## src/sv/imcol_pkg.sv

```systemverilog
// shared constants, codes and types of the window gather block
package imcol_pkg;

   // image and kernel limits
   localparam int MAX_WIDTH  = 64;
   localparam int MAX_HEIGHT = 64;
   localparam int MAX_DEPTH  = 4;
   localparam int MAX_KERNEL = 7;

   // field widths
   localparam int CH_W    = 2;
   localparam int ROW_W   = 6;
   localparam int COL_W   = 6;
   localparam int WORD_W  = 32;
   localparam int SIZE_W  = 7;
   localparam int DEPTH_W = 3;
   localparam int KER_W   = 3;
   localparam int ADDR_W  = CH_W + ROW_W + COL_W;
   localparam int STORE_WORDS = MAX_WIDTH * MAX_HEIGHT * MAX_DEPTH;
   // window position with a sign bit: centre plus offset stays in -3..66
   localparam int POS_W   = 8;

   // stream payload widths
   localparam int REQ_DATA_W = 48;
   localparam int RSP_DATA_W = 32;

   // csr port
   localparam int CSR_IDX_W  = 3;
   localparam int CSR_DATA_W = 7;

   // register indexes
   localparam logic [CSR_IDX_W-1:0] CSR_IMAGE_WIDTH   = 3'd0;
   localparam logic [CSR_IDX_W-1:0] CSR_IMAGE_HEIGHT  = 3'd1;
   localparam logic [CSR_IDX_W-1:0] CSR_IMAGE_DEPTH   = 3'd2;
   localparam logic [CSR_IDX_W-1:0] CSR_KERNEL_WIDTH  = 3'd3;
   localparam logic [CSR_IDX_W-1:0] CSR_KERNEL_HEIGHT = 3'd4;

   // register reset values
   localparam logic [SIZE_W-1:0]  RST_IMAGE_WIDTH   = 7'd32;
   localparam logic [SIZE_W-1:0]  RST_IMAGE_HEIGHT  = 7'd32;
   localparam logic [DEPTH_W-1:0] RST_IMAGE_DEPTH   = 3'd1;
   localparam logic [KER_W-1:0]   RST_KERNEL_WIDTH  = 3'd3;
   localparam logic [KER_W-1:0]   RST_KERNEL_HEIGHT = 3'd3;

   // command codes
   localparam logic CMD_WRITE  = 1'b0;
   localparam logic CMD_GATHER = 1'b1;

   // command queue
   localparam int QUEUE_DEPTH = 4;
   localparam int QPTR_W      = 2;

   // effective (saturated) configuration
   typedef struct packed {
      logic [SIZE_W-1:0]  width;
      logic [SIZE_W-1:0]  height;
      logic [DEPTH_W-1:0] depth;
      logic [KER_W-1:0]   kw;
      logic [KER_W-1:0]   kh;
   } cfg_type;

   // classified command passed from front to back
   typedef struct packed {
      logic              gather;
      logic              ch_ok;
      logic [CH_W-1:0]   channel;
      logic [ROW_W-1:0]  row;
      logic [COL_W-1:0]  col;
      logic [WORD_W-1:0] word;
   } job_type;

endpackage

```

## src/sv/imcol_front.sv

```systemverilog
// front end: accepts request transactions and classifies them for the queue
module imcol_front (
   input  imcol_pkg::cfg_type                  cfg,
   input  logic                                req_tvalid,
   output logic                                req_tready,
   // tdata: channel[1:0], row[7:2], col[13:8], pixel_value[45:14], zero fill
   input  logic [imcol_pkg::REQ_DATA_W-1:0]    req_tdata,
   // tuser: command[0]
   input  logic                                req_tuser,
   input  logic                                q_full,
   output logic                                q_push,
   output imcol_pkg::job_type                  q_job
);
   import imcol_pkg::*;

   logic [CH_W-1:0]   channel;
   logic [ROW_W-1:0]  row;
   logic [COL_W-1:0]  col;
   logic [WORD_W-1:0] word;
   logic              ch_ok;
   logic              write_inside;
   logic              keep;

   // unpack the payload
   assign channel = req_tdata[CH_W-1:0];
   assign row     = req_tdata[CH_W+ROW_W-1:CH_W];
   assign col     = req_tdata[CH_W+ROW_W+COL_W-1:CH_W+ROW_W];
   assign word    = req_tdata[ADDR_W+WORD_W-1:ADDR_W];

   // range checks against the image in use
   assign ch_ok        = {1'b0, channel} < cfg.depth;
   assign write_inside = ch_ok && ({1'b0, row} < cfg.height) && ({1'b0, col} < cfg.width);

   // drop writes outside the image and gathers with an empty kernel
   always_comb begin
      if (req_tuser == CMD_GATHER) begin
         keep = (cfg.kw != '0) && (cfg.kh != '0);
      end else begin
         keep = write_inside;
      end
   end

   assign req_tready = !q_full;
   assign q_push     = req_tvalid && !q_full && keep;

   assign q_job.gather  = (req_tuser == CMD_GATHER);
   assign q_job.ch_ok   = ch_ok;
   assign q_job.channel = channel;
   assign q_job.row     = row;
   assign q_job.col     = col;
   assign q_job.word    = word;

endmodule

```

## config.mk

```make
export PLATFORM = sky130hd
export DESIGN_NAME = imcol_front
export DESIGN_NICKNAME = d
export VERILOG_FILES = /design/src/sv/imcol_pkg.sv /design/src/sv/imcol_front.sv
export SDC_FILE = /design/constraint.sdc
export NUM_CORES = 1
export LEC_CHECK = 0
export BUFFER_PORTS_ARGS = -buffer_cell sky130_fd_sc_hd__buf_2
export CAP_MARGIN = 25
export CORE_UTILIZATION = 26
export DETAILED_ROUTE_END_ITERATION = 6
export PLACE_DENSITY_LB_ADDON = 0.25
export SYNTH_ARGS = -nofsm -noshare
export SYNTH_HDL_FRONTEND = slang
export SYNTH_SLANG_ARGS = --single-unit
```

## constraint.sdc

```tcl
create_clock -name vclk -period 1
set_input_delay 0.05 -clock vclk [all_inputs]
set_output_delay 0.05 -clock vclk [all_outputs]
set_load 0.03 [all_outputs]
```

* Word-level counts from Yosys, hierarchy flattened
Index checks and enable logic that the tools add are counted.
Cells by class: mux-type cells 1, reductions and logical operators 8, magnitude comparators 3
Operators with widths (number):
- $lt A6 B7 Y1 | 2
- $reduce_bool A3 Y1 | 2
- $logic_and A1 B1 Y1 | 5
- $lt A2 B3 Y1 | 1
- $logic_not A1 Y1 | 1
- $mux W1 | 1
Storage, ports and cells: logic and storage cells 12, register bits after elaboration 0, bits of input ports 74, output and inout port bits 50

* Longest topological paths before layout
word-level depth 5, depth in mapped cells 6

* Worst setup path after synthesis
Ideal clock, no wire load.
path kind input to output, from input port cfg[20] (netlist name), to output port q_push, buffers on the path 0, stages 6, required time 950 ps, data arrival time 1299 ps, slack -349 ps, cell sequence inv_1 -> ha_1 -> a21o_1 -> a21oi_1 -> o22ai_1 -> o31ai_2
Between the ends: cells in the longest elaborated chain, start to end 4
Ends and longest elaborated chain:
- start: declaration | line imcol_front.sv:3 | input imcol_pkg::cfg_type cfg,
- $lt A6 B7 Y1 | line imcol_front.sv:32 | assign write_inside = ch_ok && ({1'b0, row} < cfg.height) && ({1'b0, col} < cfg.width);
- $logic_and A1 B1 Y1 | line imcol_front.sv:32
- $mux W1 | line imcol_front.sv:36 | if (req_tuser == CMD_GATHER) begin
- $logic_and A1 B1 Y1 | line imcol_front.sv:44 | assign q_push = req_tvalid && !q_full && keep;
- end: declaration | line imcol_front.sv:11 | output logic q_push,
No other way between the ends.

* Worst setup path after layout
from input port cfg[12] (netlist name), to output port q_push
Between the ends: cells in the longest elaborated chain, start to end 5
Ends and longest elaborated chain (line):
- $lt A6 B7 Y1 | imcol_front.sv:32
- $logic_and A1 B1 Y1 (2 in series) | imcol_front.sv:32
- $mux W1 | imcol_front.sv:36
- $logic_and A1 B1 Y1 | imcol_front.sv:44
No other way between the ends.

==> impl_metrics.yaml <==
finish:
  stdcell_area_um2: 895
  drive_gt1_share_pct: 79.4
  clockBufferCount: 0
  seqCellArea_um2: 0
  fillers: 296
  seq_cell_count: 0
  multi_input_area_um2: 435
  finalNetCount: 194
  n_antenna_cell: 0
  area_delta_synth_final_pct: 20.6
placed_design:
  gp_congestion: 0.630
  place_area_um2: 800
  portBuffers: 58
  place_ws_ps: -360
  dp_hpwl_mm: 1.25
logic_synthesis:
  yosys.area.top_type: "buf_4"
  synth.distinct_cells: 21
  yosys-top-cells-area: "buf_4 49%, ha_1 19%, inv_1 6.1%"
  netlist_area_um2: 742
  synth_top_area_share_pct: 48.6
  synth_top_family_by_area: "buffers and inverters"
  syn_inst: 94
  yosys.area_share.adder_pct: 18.5
  avgSynthCellArea_um2: 7.89
  synth_simple_gate_area_share_pct: 12.6
  synthMuxAreaShare_pct: 0
  synth-compound-area-share_pct: 14.2
  ys_seq_area_share_pct: 0
  yosys_warnings: 0
  synth_nets: 179
  synthXorXnorAreaFrac_pct: 0
worst_setup_path:
  crit_path_start_kind: "input port"
  arrival_ps: 1190
  critPathMostFrequentCell: "buf_6"
  critPathMaxFanout: 1
  worst-path-buf-inv: 3
  end_kind: "output pin"
  required_ps: 950
  crit_family: "compound AO/OA/AOI/OAI gates"
  worst_path_max_delay_cell: "o31ai_4"
  crit_type: "in2out"
  path_cells: "buf_6 > inv_4 > ha_4 > and4b_1 > o21ai_2 > o221ai_2 > o31ai_4 > buf_6"
  critPathMaxStageDelay_ps: 260
die:
  die_h_um: 55.4
  dieArea_mm2: 0.00307
  initial_core_util_pct: 27.1
  ios: 124
  coreArea_mm2: 0.00273
  die_w_um: 55.4
  rows: 19
sta:
  post-route-min-period_ps: 1240
  finalMaxSlewViolations: 0
  hold_viol_final: 0
  max_slew_margin_pct: 80.4
  period_share_pct: 124
  fmax_ghz: 0.807
  worst_slew_pin_slew_ps: 289
  worst_slack_ps: -240
  rsz0062_at_grt: "yes"
  setup_viol: 1
grt:
  antenna_found_initial: 0
  grt_pass1_wl_mm: 2.06
  grt-ovfl-total: 0
  grt_max_degree: 4
  grt_pass1_vias: 520
  grt_use_total_pct: 7.68
routing:
  ant_nets: 0
  drcViolationCount: 0
  met1_length_um: 515
  initialDrtViolationCount: 4
  num_vias: 590
  drt_wl_total_mm: 1.36
  met3_length_um: 168
  wire_per_inst_um: 9.82
  route.met2.wl_um: 662
  top_layer: "met4"
  drt_first_pass_iters: 4
  via_per_inst: 4.28
min_path:
  hp-class: "in2out"
pwr:
  total_power_w: 0.000419
  p_leak_nw: 0.480
  power_density_mw_per_mm2: 469
  ir_drop_v: 0.000183
job:
  drv_cap: 0
status:
  violations: "setup timing"
  status: "finished, violations left"
==> report_power, final <==
group | switching, W | leakage (nW) | internal (W)
sequential | 0 | 0 | 0
clock | 0 | 0 | 0
combinational | 0.000216 | 0.480 | 0.000203
total | 0.000216 | 0.480 | 0.000203
==> cells in the final DEF, fill, tap and decap left out <==
cell      count
nand2b_4      1
o31ai_2       1
or2_2         1
ha_1          6
nand4b_1      1
nand2b_1      2
nor3_1        1
ha_4          5
a21oi_2       3
o221ai_2      1
o21ai_2       1
nor3_2        1
inv_4         2
buf_4         4
a21o_1        2
clkinv_4      1
buf_2        49
nor4bb_1      1
o22ai_2       1
buf_6         8
inv_1         7
nor3b_4       1
a211oi_2      2
o31ai_4       1
and4b_1       1
nor2_1        1
inv_2         2
==> cells in the mapped netlist <==
cell,instances
o22ai_1,1
nor2_1,1
buf_4,48
a21o_1,2
inv_1,12
nand2b_4,1
nor3b_4,1
nor4bb_1,1
o221ai_2,1
ha_1,11
nand2b_1,2
a211oi_1,1
nor3_1,2
nand4b_1,1
o21ai_1,1
o31ai_2,2
a21oi_1,2
a211oi_2,1
or2_2,1
a21oi_2,1
and4b_1,1
==> stage by stage <==
step	util (%)	hold WS [ps]	std cells	TNS, ps
after detailed placement	29.2	100	137	-360
after global placement	29.2	100	137	-343
after global routing	32.7	100	138	-301
after CTS	31.2	100	137	-266
final	32.7	100	138	-240
after floorplan	-	210	94	-130
==> final timing paths <==
path,end,startpoint,cells past startpoint
max,q_push,cfg[12],8
min,q_job[0],req_tdata[14],0
==> layer usage <==
layer / GRT usage [%] / vias to the layer above
met5: 0 / -
met4: 1.07 / 0
met3: 1.64 / 4
met2: 13.9 / 47
met1: 9.43 / 248
li1: - / 291
==> layout make-up <==
type                            instances  area share [%]
Inverter                               12            6.15
Multi-Input combinational cell         34            48.7
Tap cell                               31            4.34
Timing Repair Buffer                   61            40.8
==> kinds of logic (layout without fill, tap and decap cells) <==
logic type | count (synthesis) | in the layout
buffers and inverters | 60 | 73
AOI/OAI and AO/OA | 12 | 12
and+or+nand+nor | 11 | 11
adders and majority gates | 11 | 11
==> what timing repair did <==
| item | 4_1_cts | 5_1_grt |
|---|---|---|
| hold buffers | 0 | 0 |
| endpoints found under the setup margin | 1 | 2 |
| gates resized for setup | 11 | 11 |
| hold endpoints to repair | 0 | 0 |
| buffers inserted | 0 | 1 |
| pin swaps | 7 | 6 |
Note: power is estimated with default switching activity, not from simulation.
