<file path="src/sv/imcol_pkg.sv">
// shared constants, codes and types of the window gather block
package imcol_pkg;

   // image and kernel limits
   localparam int MAX_WIDTH  = 64;
   localparam int MAX_HEIGHT = 64;
   localparam int MAX_DEPTH  = 4;
   localparam int MAX_KERNEL = 7;

   // field widths
   localparam int CH_W    = 2;
   localparam int ROW_W   = 6;
   localparam int COL_W   = 6;
   localparam int WORD_W  = 32;
   localparam int SIZE_W  = 7;
   localparam int DEPTH_W = 3;
   localparam int KER_W   = 3;
   localparam int ADDR_W  = CH_W + ROW_W + COL_W;
   localparam int STORE_WORDS = MAX_WIDTH * MAX_HEIGHT * MAX_DEPTH;
   // window position with a sign bit: centre plus offset stays in -3..66
   localparam int POS_W   = 8;

   // stream payload widths
   localparam int REQ_DATA_W = 48;
   localparam int RSP_DATA_W = 32;

   // csr port
   localparam int CSR_IDX_W  = 3;
   localparam int CSR_DATA_W = 7;

   // register indexes
   localparam logic [CSR_IDX_W-1:0] CSR_IMAGE_WIDTH   = 3'd0;
   localparam logic [CSR_IDX_W-1:0] CSR_IMAGE_HEIGHT  = 3'd1;
   localparam logic [CSR_IDX_W-1:0] CSR_IMAGE_DEPTH   = 3'd2;
   localparam logic [CSR_IDX_W-1:0] CSR_KERNEL_WIDTH  = 3'd3;
   localparam logic [CSR_IDX_W-1:0] CSR_KERNEL_HEIGHT = 3'd4;

   // register reset values
   localparam logic [SIZE_W-1:0]  RST_IMAGE_WIDTH   = 7'd32;
   localparam logic [SIZE_W-1:0]  RST_IMAGE_HEIGHT  = 7'd32;
   localparam logic [DEPTH_W-1:0] RST_IMAGE_DEPTH   = 3'd1;
   localparam logic [KER_W-1:0]   RST_KERNEL_WIDTH  = 3'd3;
   localparam logic [KER_W-1:0]   RST_KERNEL_HEIGHT = 3'd3;

   // command codes
   localparam logic CMD_WRITE  = 1'b0;
   localparam logic CMD_GATHER = 1'b1;

   // command queue
   localparam int QUEUE_DEPTH = 4;
   localparam int QPTR_W      = 2;

   // effective (saturated) configuration
   typedef struct packed {
      logic [SIZE_W-1:0]  width;
      logic [SIZE_W-1:0]  height;
      logic [DEPTH_W-1:0] depth;
      logic [KER_W-1:0]   kw;
      logic [KER_W-1:0]   kh;
   } cfg_type;

   // classified command passed from front to back
   typedef struct packed {
      logic              gather;
      logic              ch_ok;
      logic [CH_W-1:0]   channel;
      logic [ROW_W-1:0]  row;
      logic [COL_W-1:0]  col;
      logic [WORD_W-1:0] word;
   } job_type;

endpackage

</file>
<file path="src/sv/imcol_fifo.sv">
// short command queue between front and back
module imcol_fifo (
   input  logic               clock,
   input  logic               reset,
   input  logic               push,
   input  imcol_pkg::job_type push_job,
   output logic               full,
   input  logic               pop,
   output logic               pop_valid,
   output imcol_pkg::job_type pop_job
);
   import imcol_pkg::*;

   job_type           entry_ff [QUEUE_DEPTH];
   logic [QPTR_W-1:0] wr_ptr_ff, wr_ptr_in;
   logic [QPTR_W-1:0] rd_ptr_ff, rd_ptr_in;
   logic [QPTR_W:0]   count_ff, count_in;

   assign full      = (count_ff == (QPTR_W+1)'(QUEUE_DEPTH));
   assign pop_valid = (count_ff != '0);
   assign pop_job   = entry_ff[rd_ptr_ff];

   // pointer and fill count update
   always_comb begin
      wr_ptr_in = push ? wr_ptr_ff + 1'b1 : wr_ptr_ff;
      rd_ptr_in = pop ? rd_ptr_ff + 1'b1 : rd_ptr_ff;
      count_in  = count_ff;
      if (push && !pop) begin
         count_in = count_ff + 1'b1;
      end else if (pop && !push) begin
         count_in = count_ff - 1'b1;
      end
   end

   always_ff @(posedge clock) begin
      if (reset) begin
         wr_ptr_ff <= '0;
         rd_ptr_ff <= '0;
         count_ff  <= '0;
      end else begin
         wr_ptr_ff <= wr_ptr_in;
         rd_ptr_ff <= rd_ptr_in;
         count_ff  <= count_in;
      end
   end

   // entry storage
   always_ff @(posedge clock) begin
      if (push) begin
         entry_ff[wr_ptr_ff] <= push_job;
      end
   end

endmodule

</file>
<file path="config.mk">
export PLATFORM = sky130hd
export DESIGN_NAME = imcol_fifo
export DESIGN_NICKNAME = d
export VERILOG_FILES = /design/src/sv/imcol_pkg.sv /design/src/sv/imcol_fifo.sv
export SDC_FILE = /design/constraint.sdc
export NUM_CORES = 1
export LEC_CHECK = 0
export ABC_CLOCK_PERIOD_IN_PS = 2000
export BUFFER_PORTS_ARGS = -buffer_cell sky130_fd_sc_hd__buf_4
export CAP_MARGIN = 20
export CORE_MARGIN = 2
export CORE_UTILIZATION = 53
export CTS_BUF_LIST = sky130_fd_sc_hd__clkbuf_8
export DETAILED_ROUTE_END_ITERATION = 12
export PLACE_DENSITY = 0.77
export SYNTH_ARGS = -nofsm -noshare
export SYNTH_HDL_FRONTEND = slang
export SYNTH_SLANG_ARGS = --single-unit
</file>
<file path="constraint.sdc">
create_clock -name clock -period 2 [get_ports clock]
set_input_delay 0.6 -clock clock [delete_from_list [all_inputs] [get_ports clock]]
set_output_delay 0.6 -clock clock [all_outputs]
set_load 0.01 [all_outputs]
</file>
; Yosys cells after proc, flatten, opt, wreduce, memory -nomap -nowiden
; Memory sizes are Yosys's and may differ from the RTL's. A register that Yosys moved wholly into a read port is not among the register bits.
; Index checks and enable logic that the tools add are counted.
[word_totals]
reg_bits = 7
ram_bits = 192
inputBits = 52
output_inout_bits = 50
wordCells = 21
mem_count = 1
[classes]
n_addsub = 4
eq_ne = 1
muxes = 6
reduce_logical = 6
[memory_table]
columns = name, words, width, read_ports, rd_ports_with_merged_regs, wr, line_no
row1 = entry_ff, 4, 48, 1, 1, 1, imcol_fifo.sv:14  ; job_type entry_ff [QUEUE_DEPTH];
[ops]
columns = operator, n
row1 = $mux W3, 2
row2 = $add A2 B1 Y2 const B, 2
row3 = $mux W2, 2
row4 = $add A3 B1 Y3 const B, 1
row5 = $eq A3 B3 Y1 const B, 1
row6 = $reduce_bool A3 Y1, 1
row7 = $sub A3 B1 Y3 const B, 1
row8 = $logic_and A1 B1 Y1, 2
row9 = $logic_not A1 Y1, 2
row10 = $mux W1, 2
row11 = $reduce_bool A2 Y1, 1

; Depth between registers and ports, before layout
[logic_depth]
depth_word = 4
depth_mapped = 7
ltp_nobuf = 7

; Worst setup path before layout
; OpenSTA, ideal clock, no wires.
[synth_path]
path_kind = input to register
start = input port push
end = memory entry_ff[0][0] (netlist bit), enable pin
setup_ps = 410
arrival_ps = 1750
t_required_ps = 1590
slack_ps = -160
cell_stages = 1
path_buffers = 0
path_cell_list = and2_1
[synth_via]
elab_chain_cells = 2
[synth_rtl]
columns = element, line_no
row1 = start: declaration, imcol_fifo.sv:5  ; input logic push,
row2 = $mux W1, imcol_fifo.sv:49  ; if (push) begin
row3 = $mux W1 (not written as such), imcol_fifo.sv:50  ; entry_ff[wr_ptr_ff] <= push_job;
row4 = end: declaration, imcol_fifo.sv:14
; Every way passes these cells.

==> results.toml <==
[power]
comb_power_share_pct = 12.7
p_switching_mw = 2.020
ir_drop_mv = 0.5917
power.share.clock_pct = 34.3
internal_power_mw = 7.217
power_density_mw_per_mm2 = 996.9
pwr-share-seq_pct = 53.0
switching_share_pct = 21.87
p_leak_nw = 3.229
finalPower_mw = 9.237

[layout]
n_antenna_cell = 0
final_util_pct = 67.54
syn2layout_area_growth_pct = 26.10
final_nets = 492
layoutNonFillerInstCount = 638
drive_above_1_share_pct = 46.94

[critical_path]
required_ps = 1400
crit_chain = "buf_12, mux4_2, buf_6"
path_max_fanout = 16
crit_arrival_ps = 1820
rrSetupSlack_ps = 420
critPathKind = "flop to primary output"
cpMaxStageDelayCell = "mux4_2"
r2r_cells = 5
crit_path_end_kind = "primary output"
max_stage_delay_ps = 550
startpoint_type = "flop"

[min_path]
hold_path_class = "input port to flop"
hold_depth = 1

[clock_network]
cts-root-buf = "clkbuf_8"
clockBufferDepth = 3
tritoncts = "done"
clk_pin_slew_ps = 60
htreeDepth = 1
clkLatencyLatePin_ps = 520
numCtsBuffers = 31
clkSinkCount = 201
hold_buffers = 0

[logic_synthesis]
synth_cells = 294
avgSynthCellArea_sq_um = 24.99
netlist_top_cells_area = "edfxtp_1 78%, mux4_2 15%, dfxtp_1 2.5%, ha_1 0.85%, buf_6 0.46%"
synth-seq-cells = 201
netlist_top_cells_count = "192 x edfxtp_1, 48 x mux4_2, 9 x dfxtp_1"
yosysSeqAreaShare_pct = 80.91
synth_nets = 352
yosysTopAreaCellShare_pct = 78.46
yosysMostFrequentCell = "edfxtp_1"
ys_types = 20
synth_area_sq_mm = 0.007348
synth-edff-count = 192
ys_warn_count = 0
yosys_most_used_dff = "edfxtp_1"
synthArstFlopShare_pct = 0
yosysTopAreaCell = "edfxtp_1"

[routing]
num_vias = 3416
drt-total-wl_mm = 12.54
drc = 0
ant_nets = 0
viasPerCell = 5.354
first_iter_violations = 246
dr.pass1.iters = 4
avgRoutedWirePerCell_microns = 19.66

[sta]
slew_viol_final = 0
worst_slew_pin_slew_ps = 310.2
fin_skew_ps = 9.319
fin_crit_sh_pct = 121.2
setup_viol = 48
setup_slack_ps = -423.8
slew_headroom_pct = 79.32
period_needed_ps = 2424
fin_tns_setup_ps = -18310
fmax_ghz = 0.4126
finalHoldViolations = 0
grt_setup_unrepaired = "true"

[floorplanning]
fp.dieH_microns = 121.8
rows = 43
initial_core_util_pct = 53.56
core-area_sq_mm = 0.01372
dieArea_sq_mm = 0.01482
pin_count = 102
die_w_microns = 121.8

[grt]
grt_max_degree = 49
overflow = 0
grt_pass1_wl_mm = 19.44
grt_pass1_vias = 3655
antenna_found_initial = 0
track_usage_pct = 17.44

[outcome]
violations = "negative setup slack"
status = "finished with violations"

[placed_design]
place_congestion = 0.7123
hpwlAfterDp_mm = 7.570
dp_cells = 579
portBuffers = 101

[job]
cap_violations = 0
==> final timing paths <==
check                      startpoint                   endpoint
min                      push_job[23]  entry_ff[2][23]$_DFFE_PP_
max                              flop                pop_job[34]
max reg2reg  count_ff[0]$_SDFFE_PP0P_   count_ff[2]$_SDFFE_PP0P_
min reg2reg  count_ff[2]$_SDFFE_PP0P_   count_ff[2]$_SDFFE_PP0P_
==> logic make-up (layout without fill, tap and decap cells) <==
kind of cell / after synthesis / count (layout) / share of synthesized area [%]
buffers and inverters: 15 / 179 / 1.226
XOR/XNOR: 5 / 5 / 0.5961
flip-flops: 201 / 201 / 80.91
AO/OA/AOI/OAI: 2 / 2 / 0.1361
adder cells (fa/ha/maj): 6 / 6 / 1.124
multiplexers: 50 / 50 / 14.98
AND/OR/NAND/NOR: 15 / 15 / 1.022
==> registers in the layout, indices dropped and copies added (netlist names), named ones only <==
register and cells:
rd_ptr_ff 2, wr_ptr_ff 2, count_ff 3, entry_ff 192
==> cells in the final DEF (no fill, tap or decap) <==
cell / netlist / layout
clkinv_4: 0 / 1
dfxtp_2: 0 / 2
buf_12: 0 / 9
or3_4: 0 / 1
or3_1: 2 / 1
nor2_1: 7 / 7
clkinv_1: 0 / 7
ha_1: 5 / 5
dfxtp_1: 9 / 5
buf_6: 3 / 40
o21ai_0: 1 / 1
mux4_2: 48 / 48
buf_4: 2 / 69
clkbuf_8: 0 / 35
and2_2: 0 / 4
xnor2_1: 2 / 2
nand2_1: 1 / 1
a21oi_1: 1 / 1
inv_1: 4 / 14
bufinv_16: 0 / 1
mux2i_1: 2 / 2
clkinv_2: 0 / 3
dfxtp_4: 0 / 2
fa_1: 1 / 1
nor3b_1: 1 / 1
xor2_1: 3 / 3
edfxtp_1: 192 / 192
==> metal layers <==
metal / share of wire (%) / up-vias / global-route usage, %
li1: - / 1524 / -
met1: 38 / 1742 / 21.82
met2: 53 / 130 / 31.11
met3: 6.8 / 20 / 4.120
met4: 1.5 / 0 / 4.023
met5: 0 / - / 0
==> power groups by stage <==
stage	combinational (mW)	sequential (mW)	clock, mW
final	1.17	4.90	3.17
after global routing	1.26	4.91	3.44
after CTS	1.20	4.90	3.26
after detailed placement	1.08	4.99	0
after global placement	1.05	4.97	0
after floorplan	0.554	4.96	0
==> worst max-delay path, delay by kind of cell, from the launching register on <==
family | cells | cell delay, ps
multiplexers | 1 | 550
flip-flops | 1 | 400
buffers and inverters | 2 | 340
==> cell type report <==
cell class | count | area, sq um
fill | 899 | 4453
multi-input combinational | 78 | 1323
timing repair buffer | 118 | 1149
clock inverter | 22 | 117.6
clock buffer | 35 | 481.7
tap | 180 | 225.2
inverter | 4 | 15.01
sequential | 201 | 5956
==> per-stage QoR <==
step / setup slack, ps / hold slack, ps / instance area [sq um]
after floorplan: 139.8 / 461.4 / 7353
after global placement: 23.65 / 472.3 / 8492
after detailed placement: -53.31 / 485.5 / 8492
after CTS: -467.8 / 241.0 / 9266
after global routing: -529.1 / 239.9 / 9266
final: -423.8 / 274.5 / 9266
==> what timing repair did <==
| item | 4_1_cts | 5_1_grt |
|---|---|---|
| pin swaps | 1 | 1 |
| endpoints found under the setup margin | 49 | 49 |
| hold endpoints to repair | 0 | 0 |
| buffers inserted | 2 | 0 |
| gates resized for setup | 44 | 0 |
Note: power is estimated with default switching activity, not from simulation.
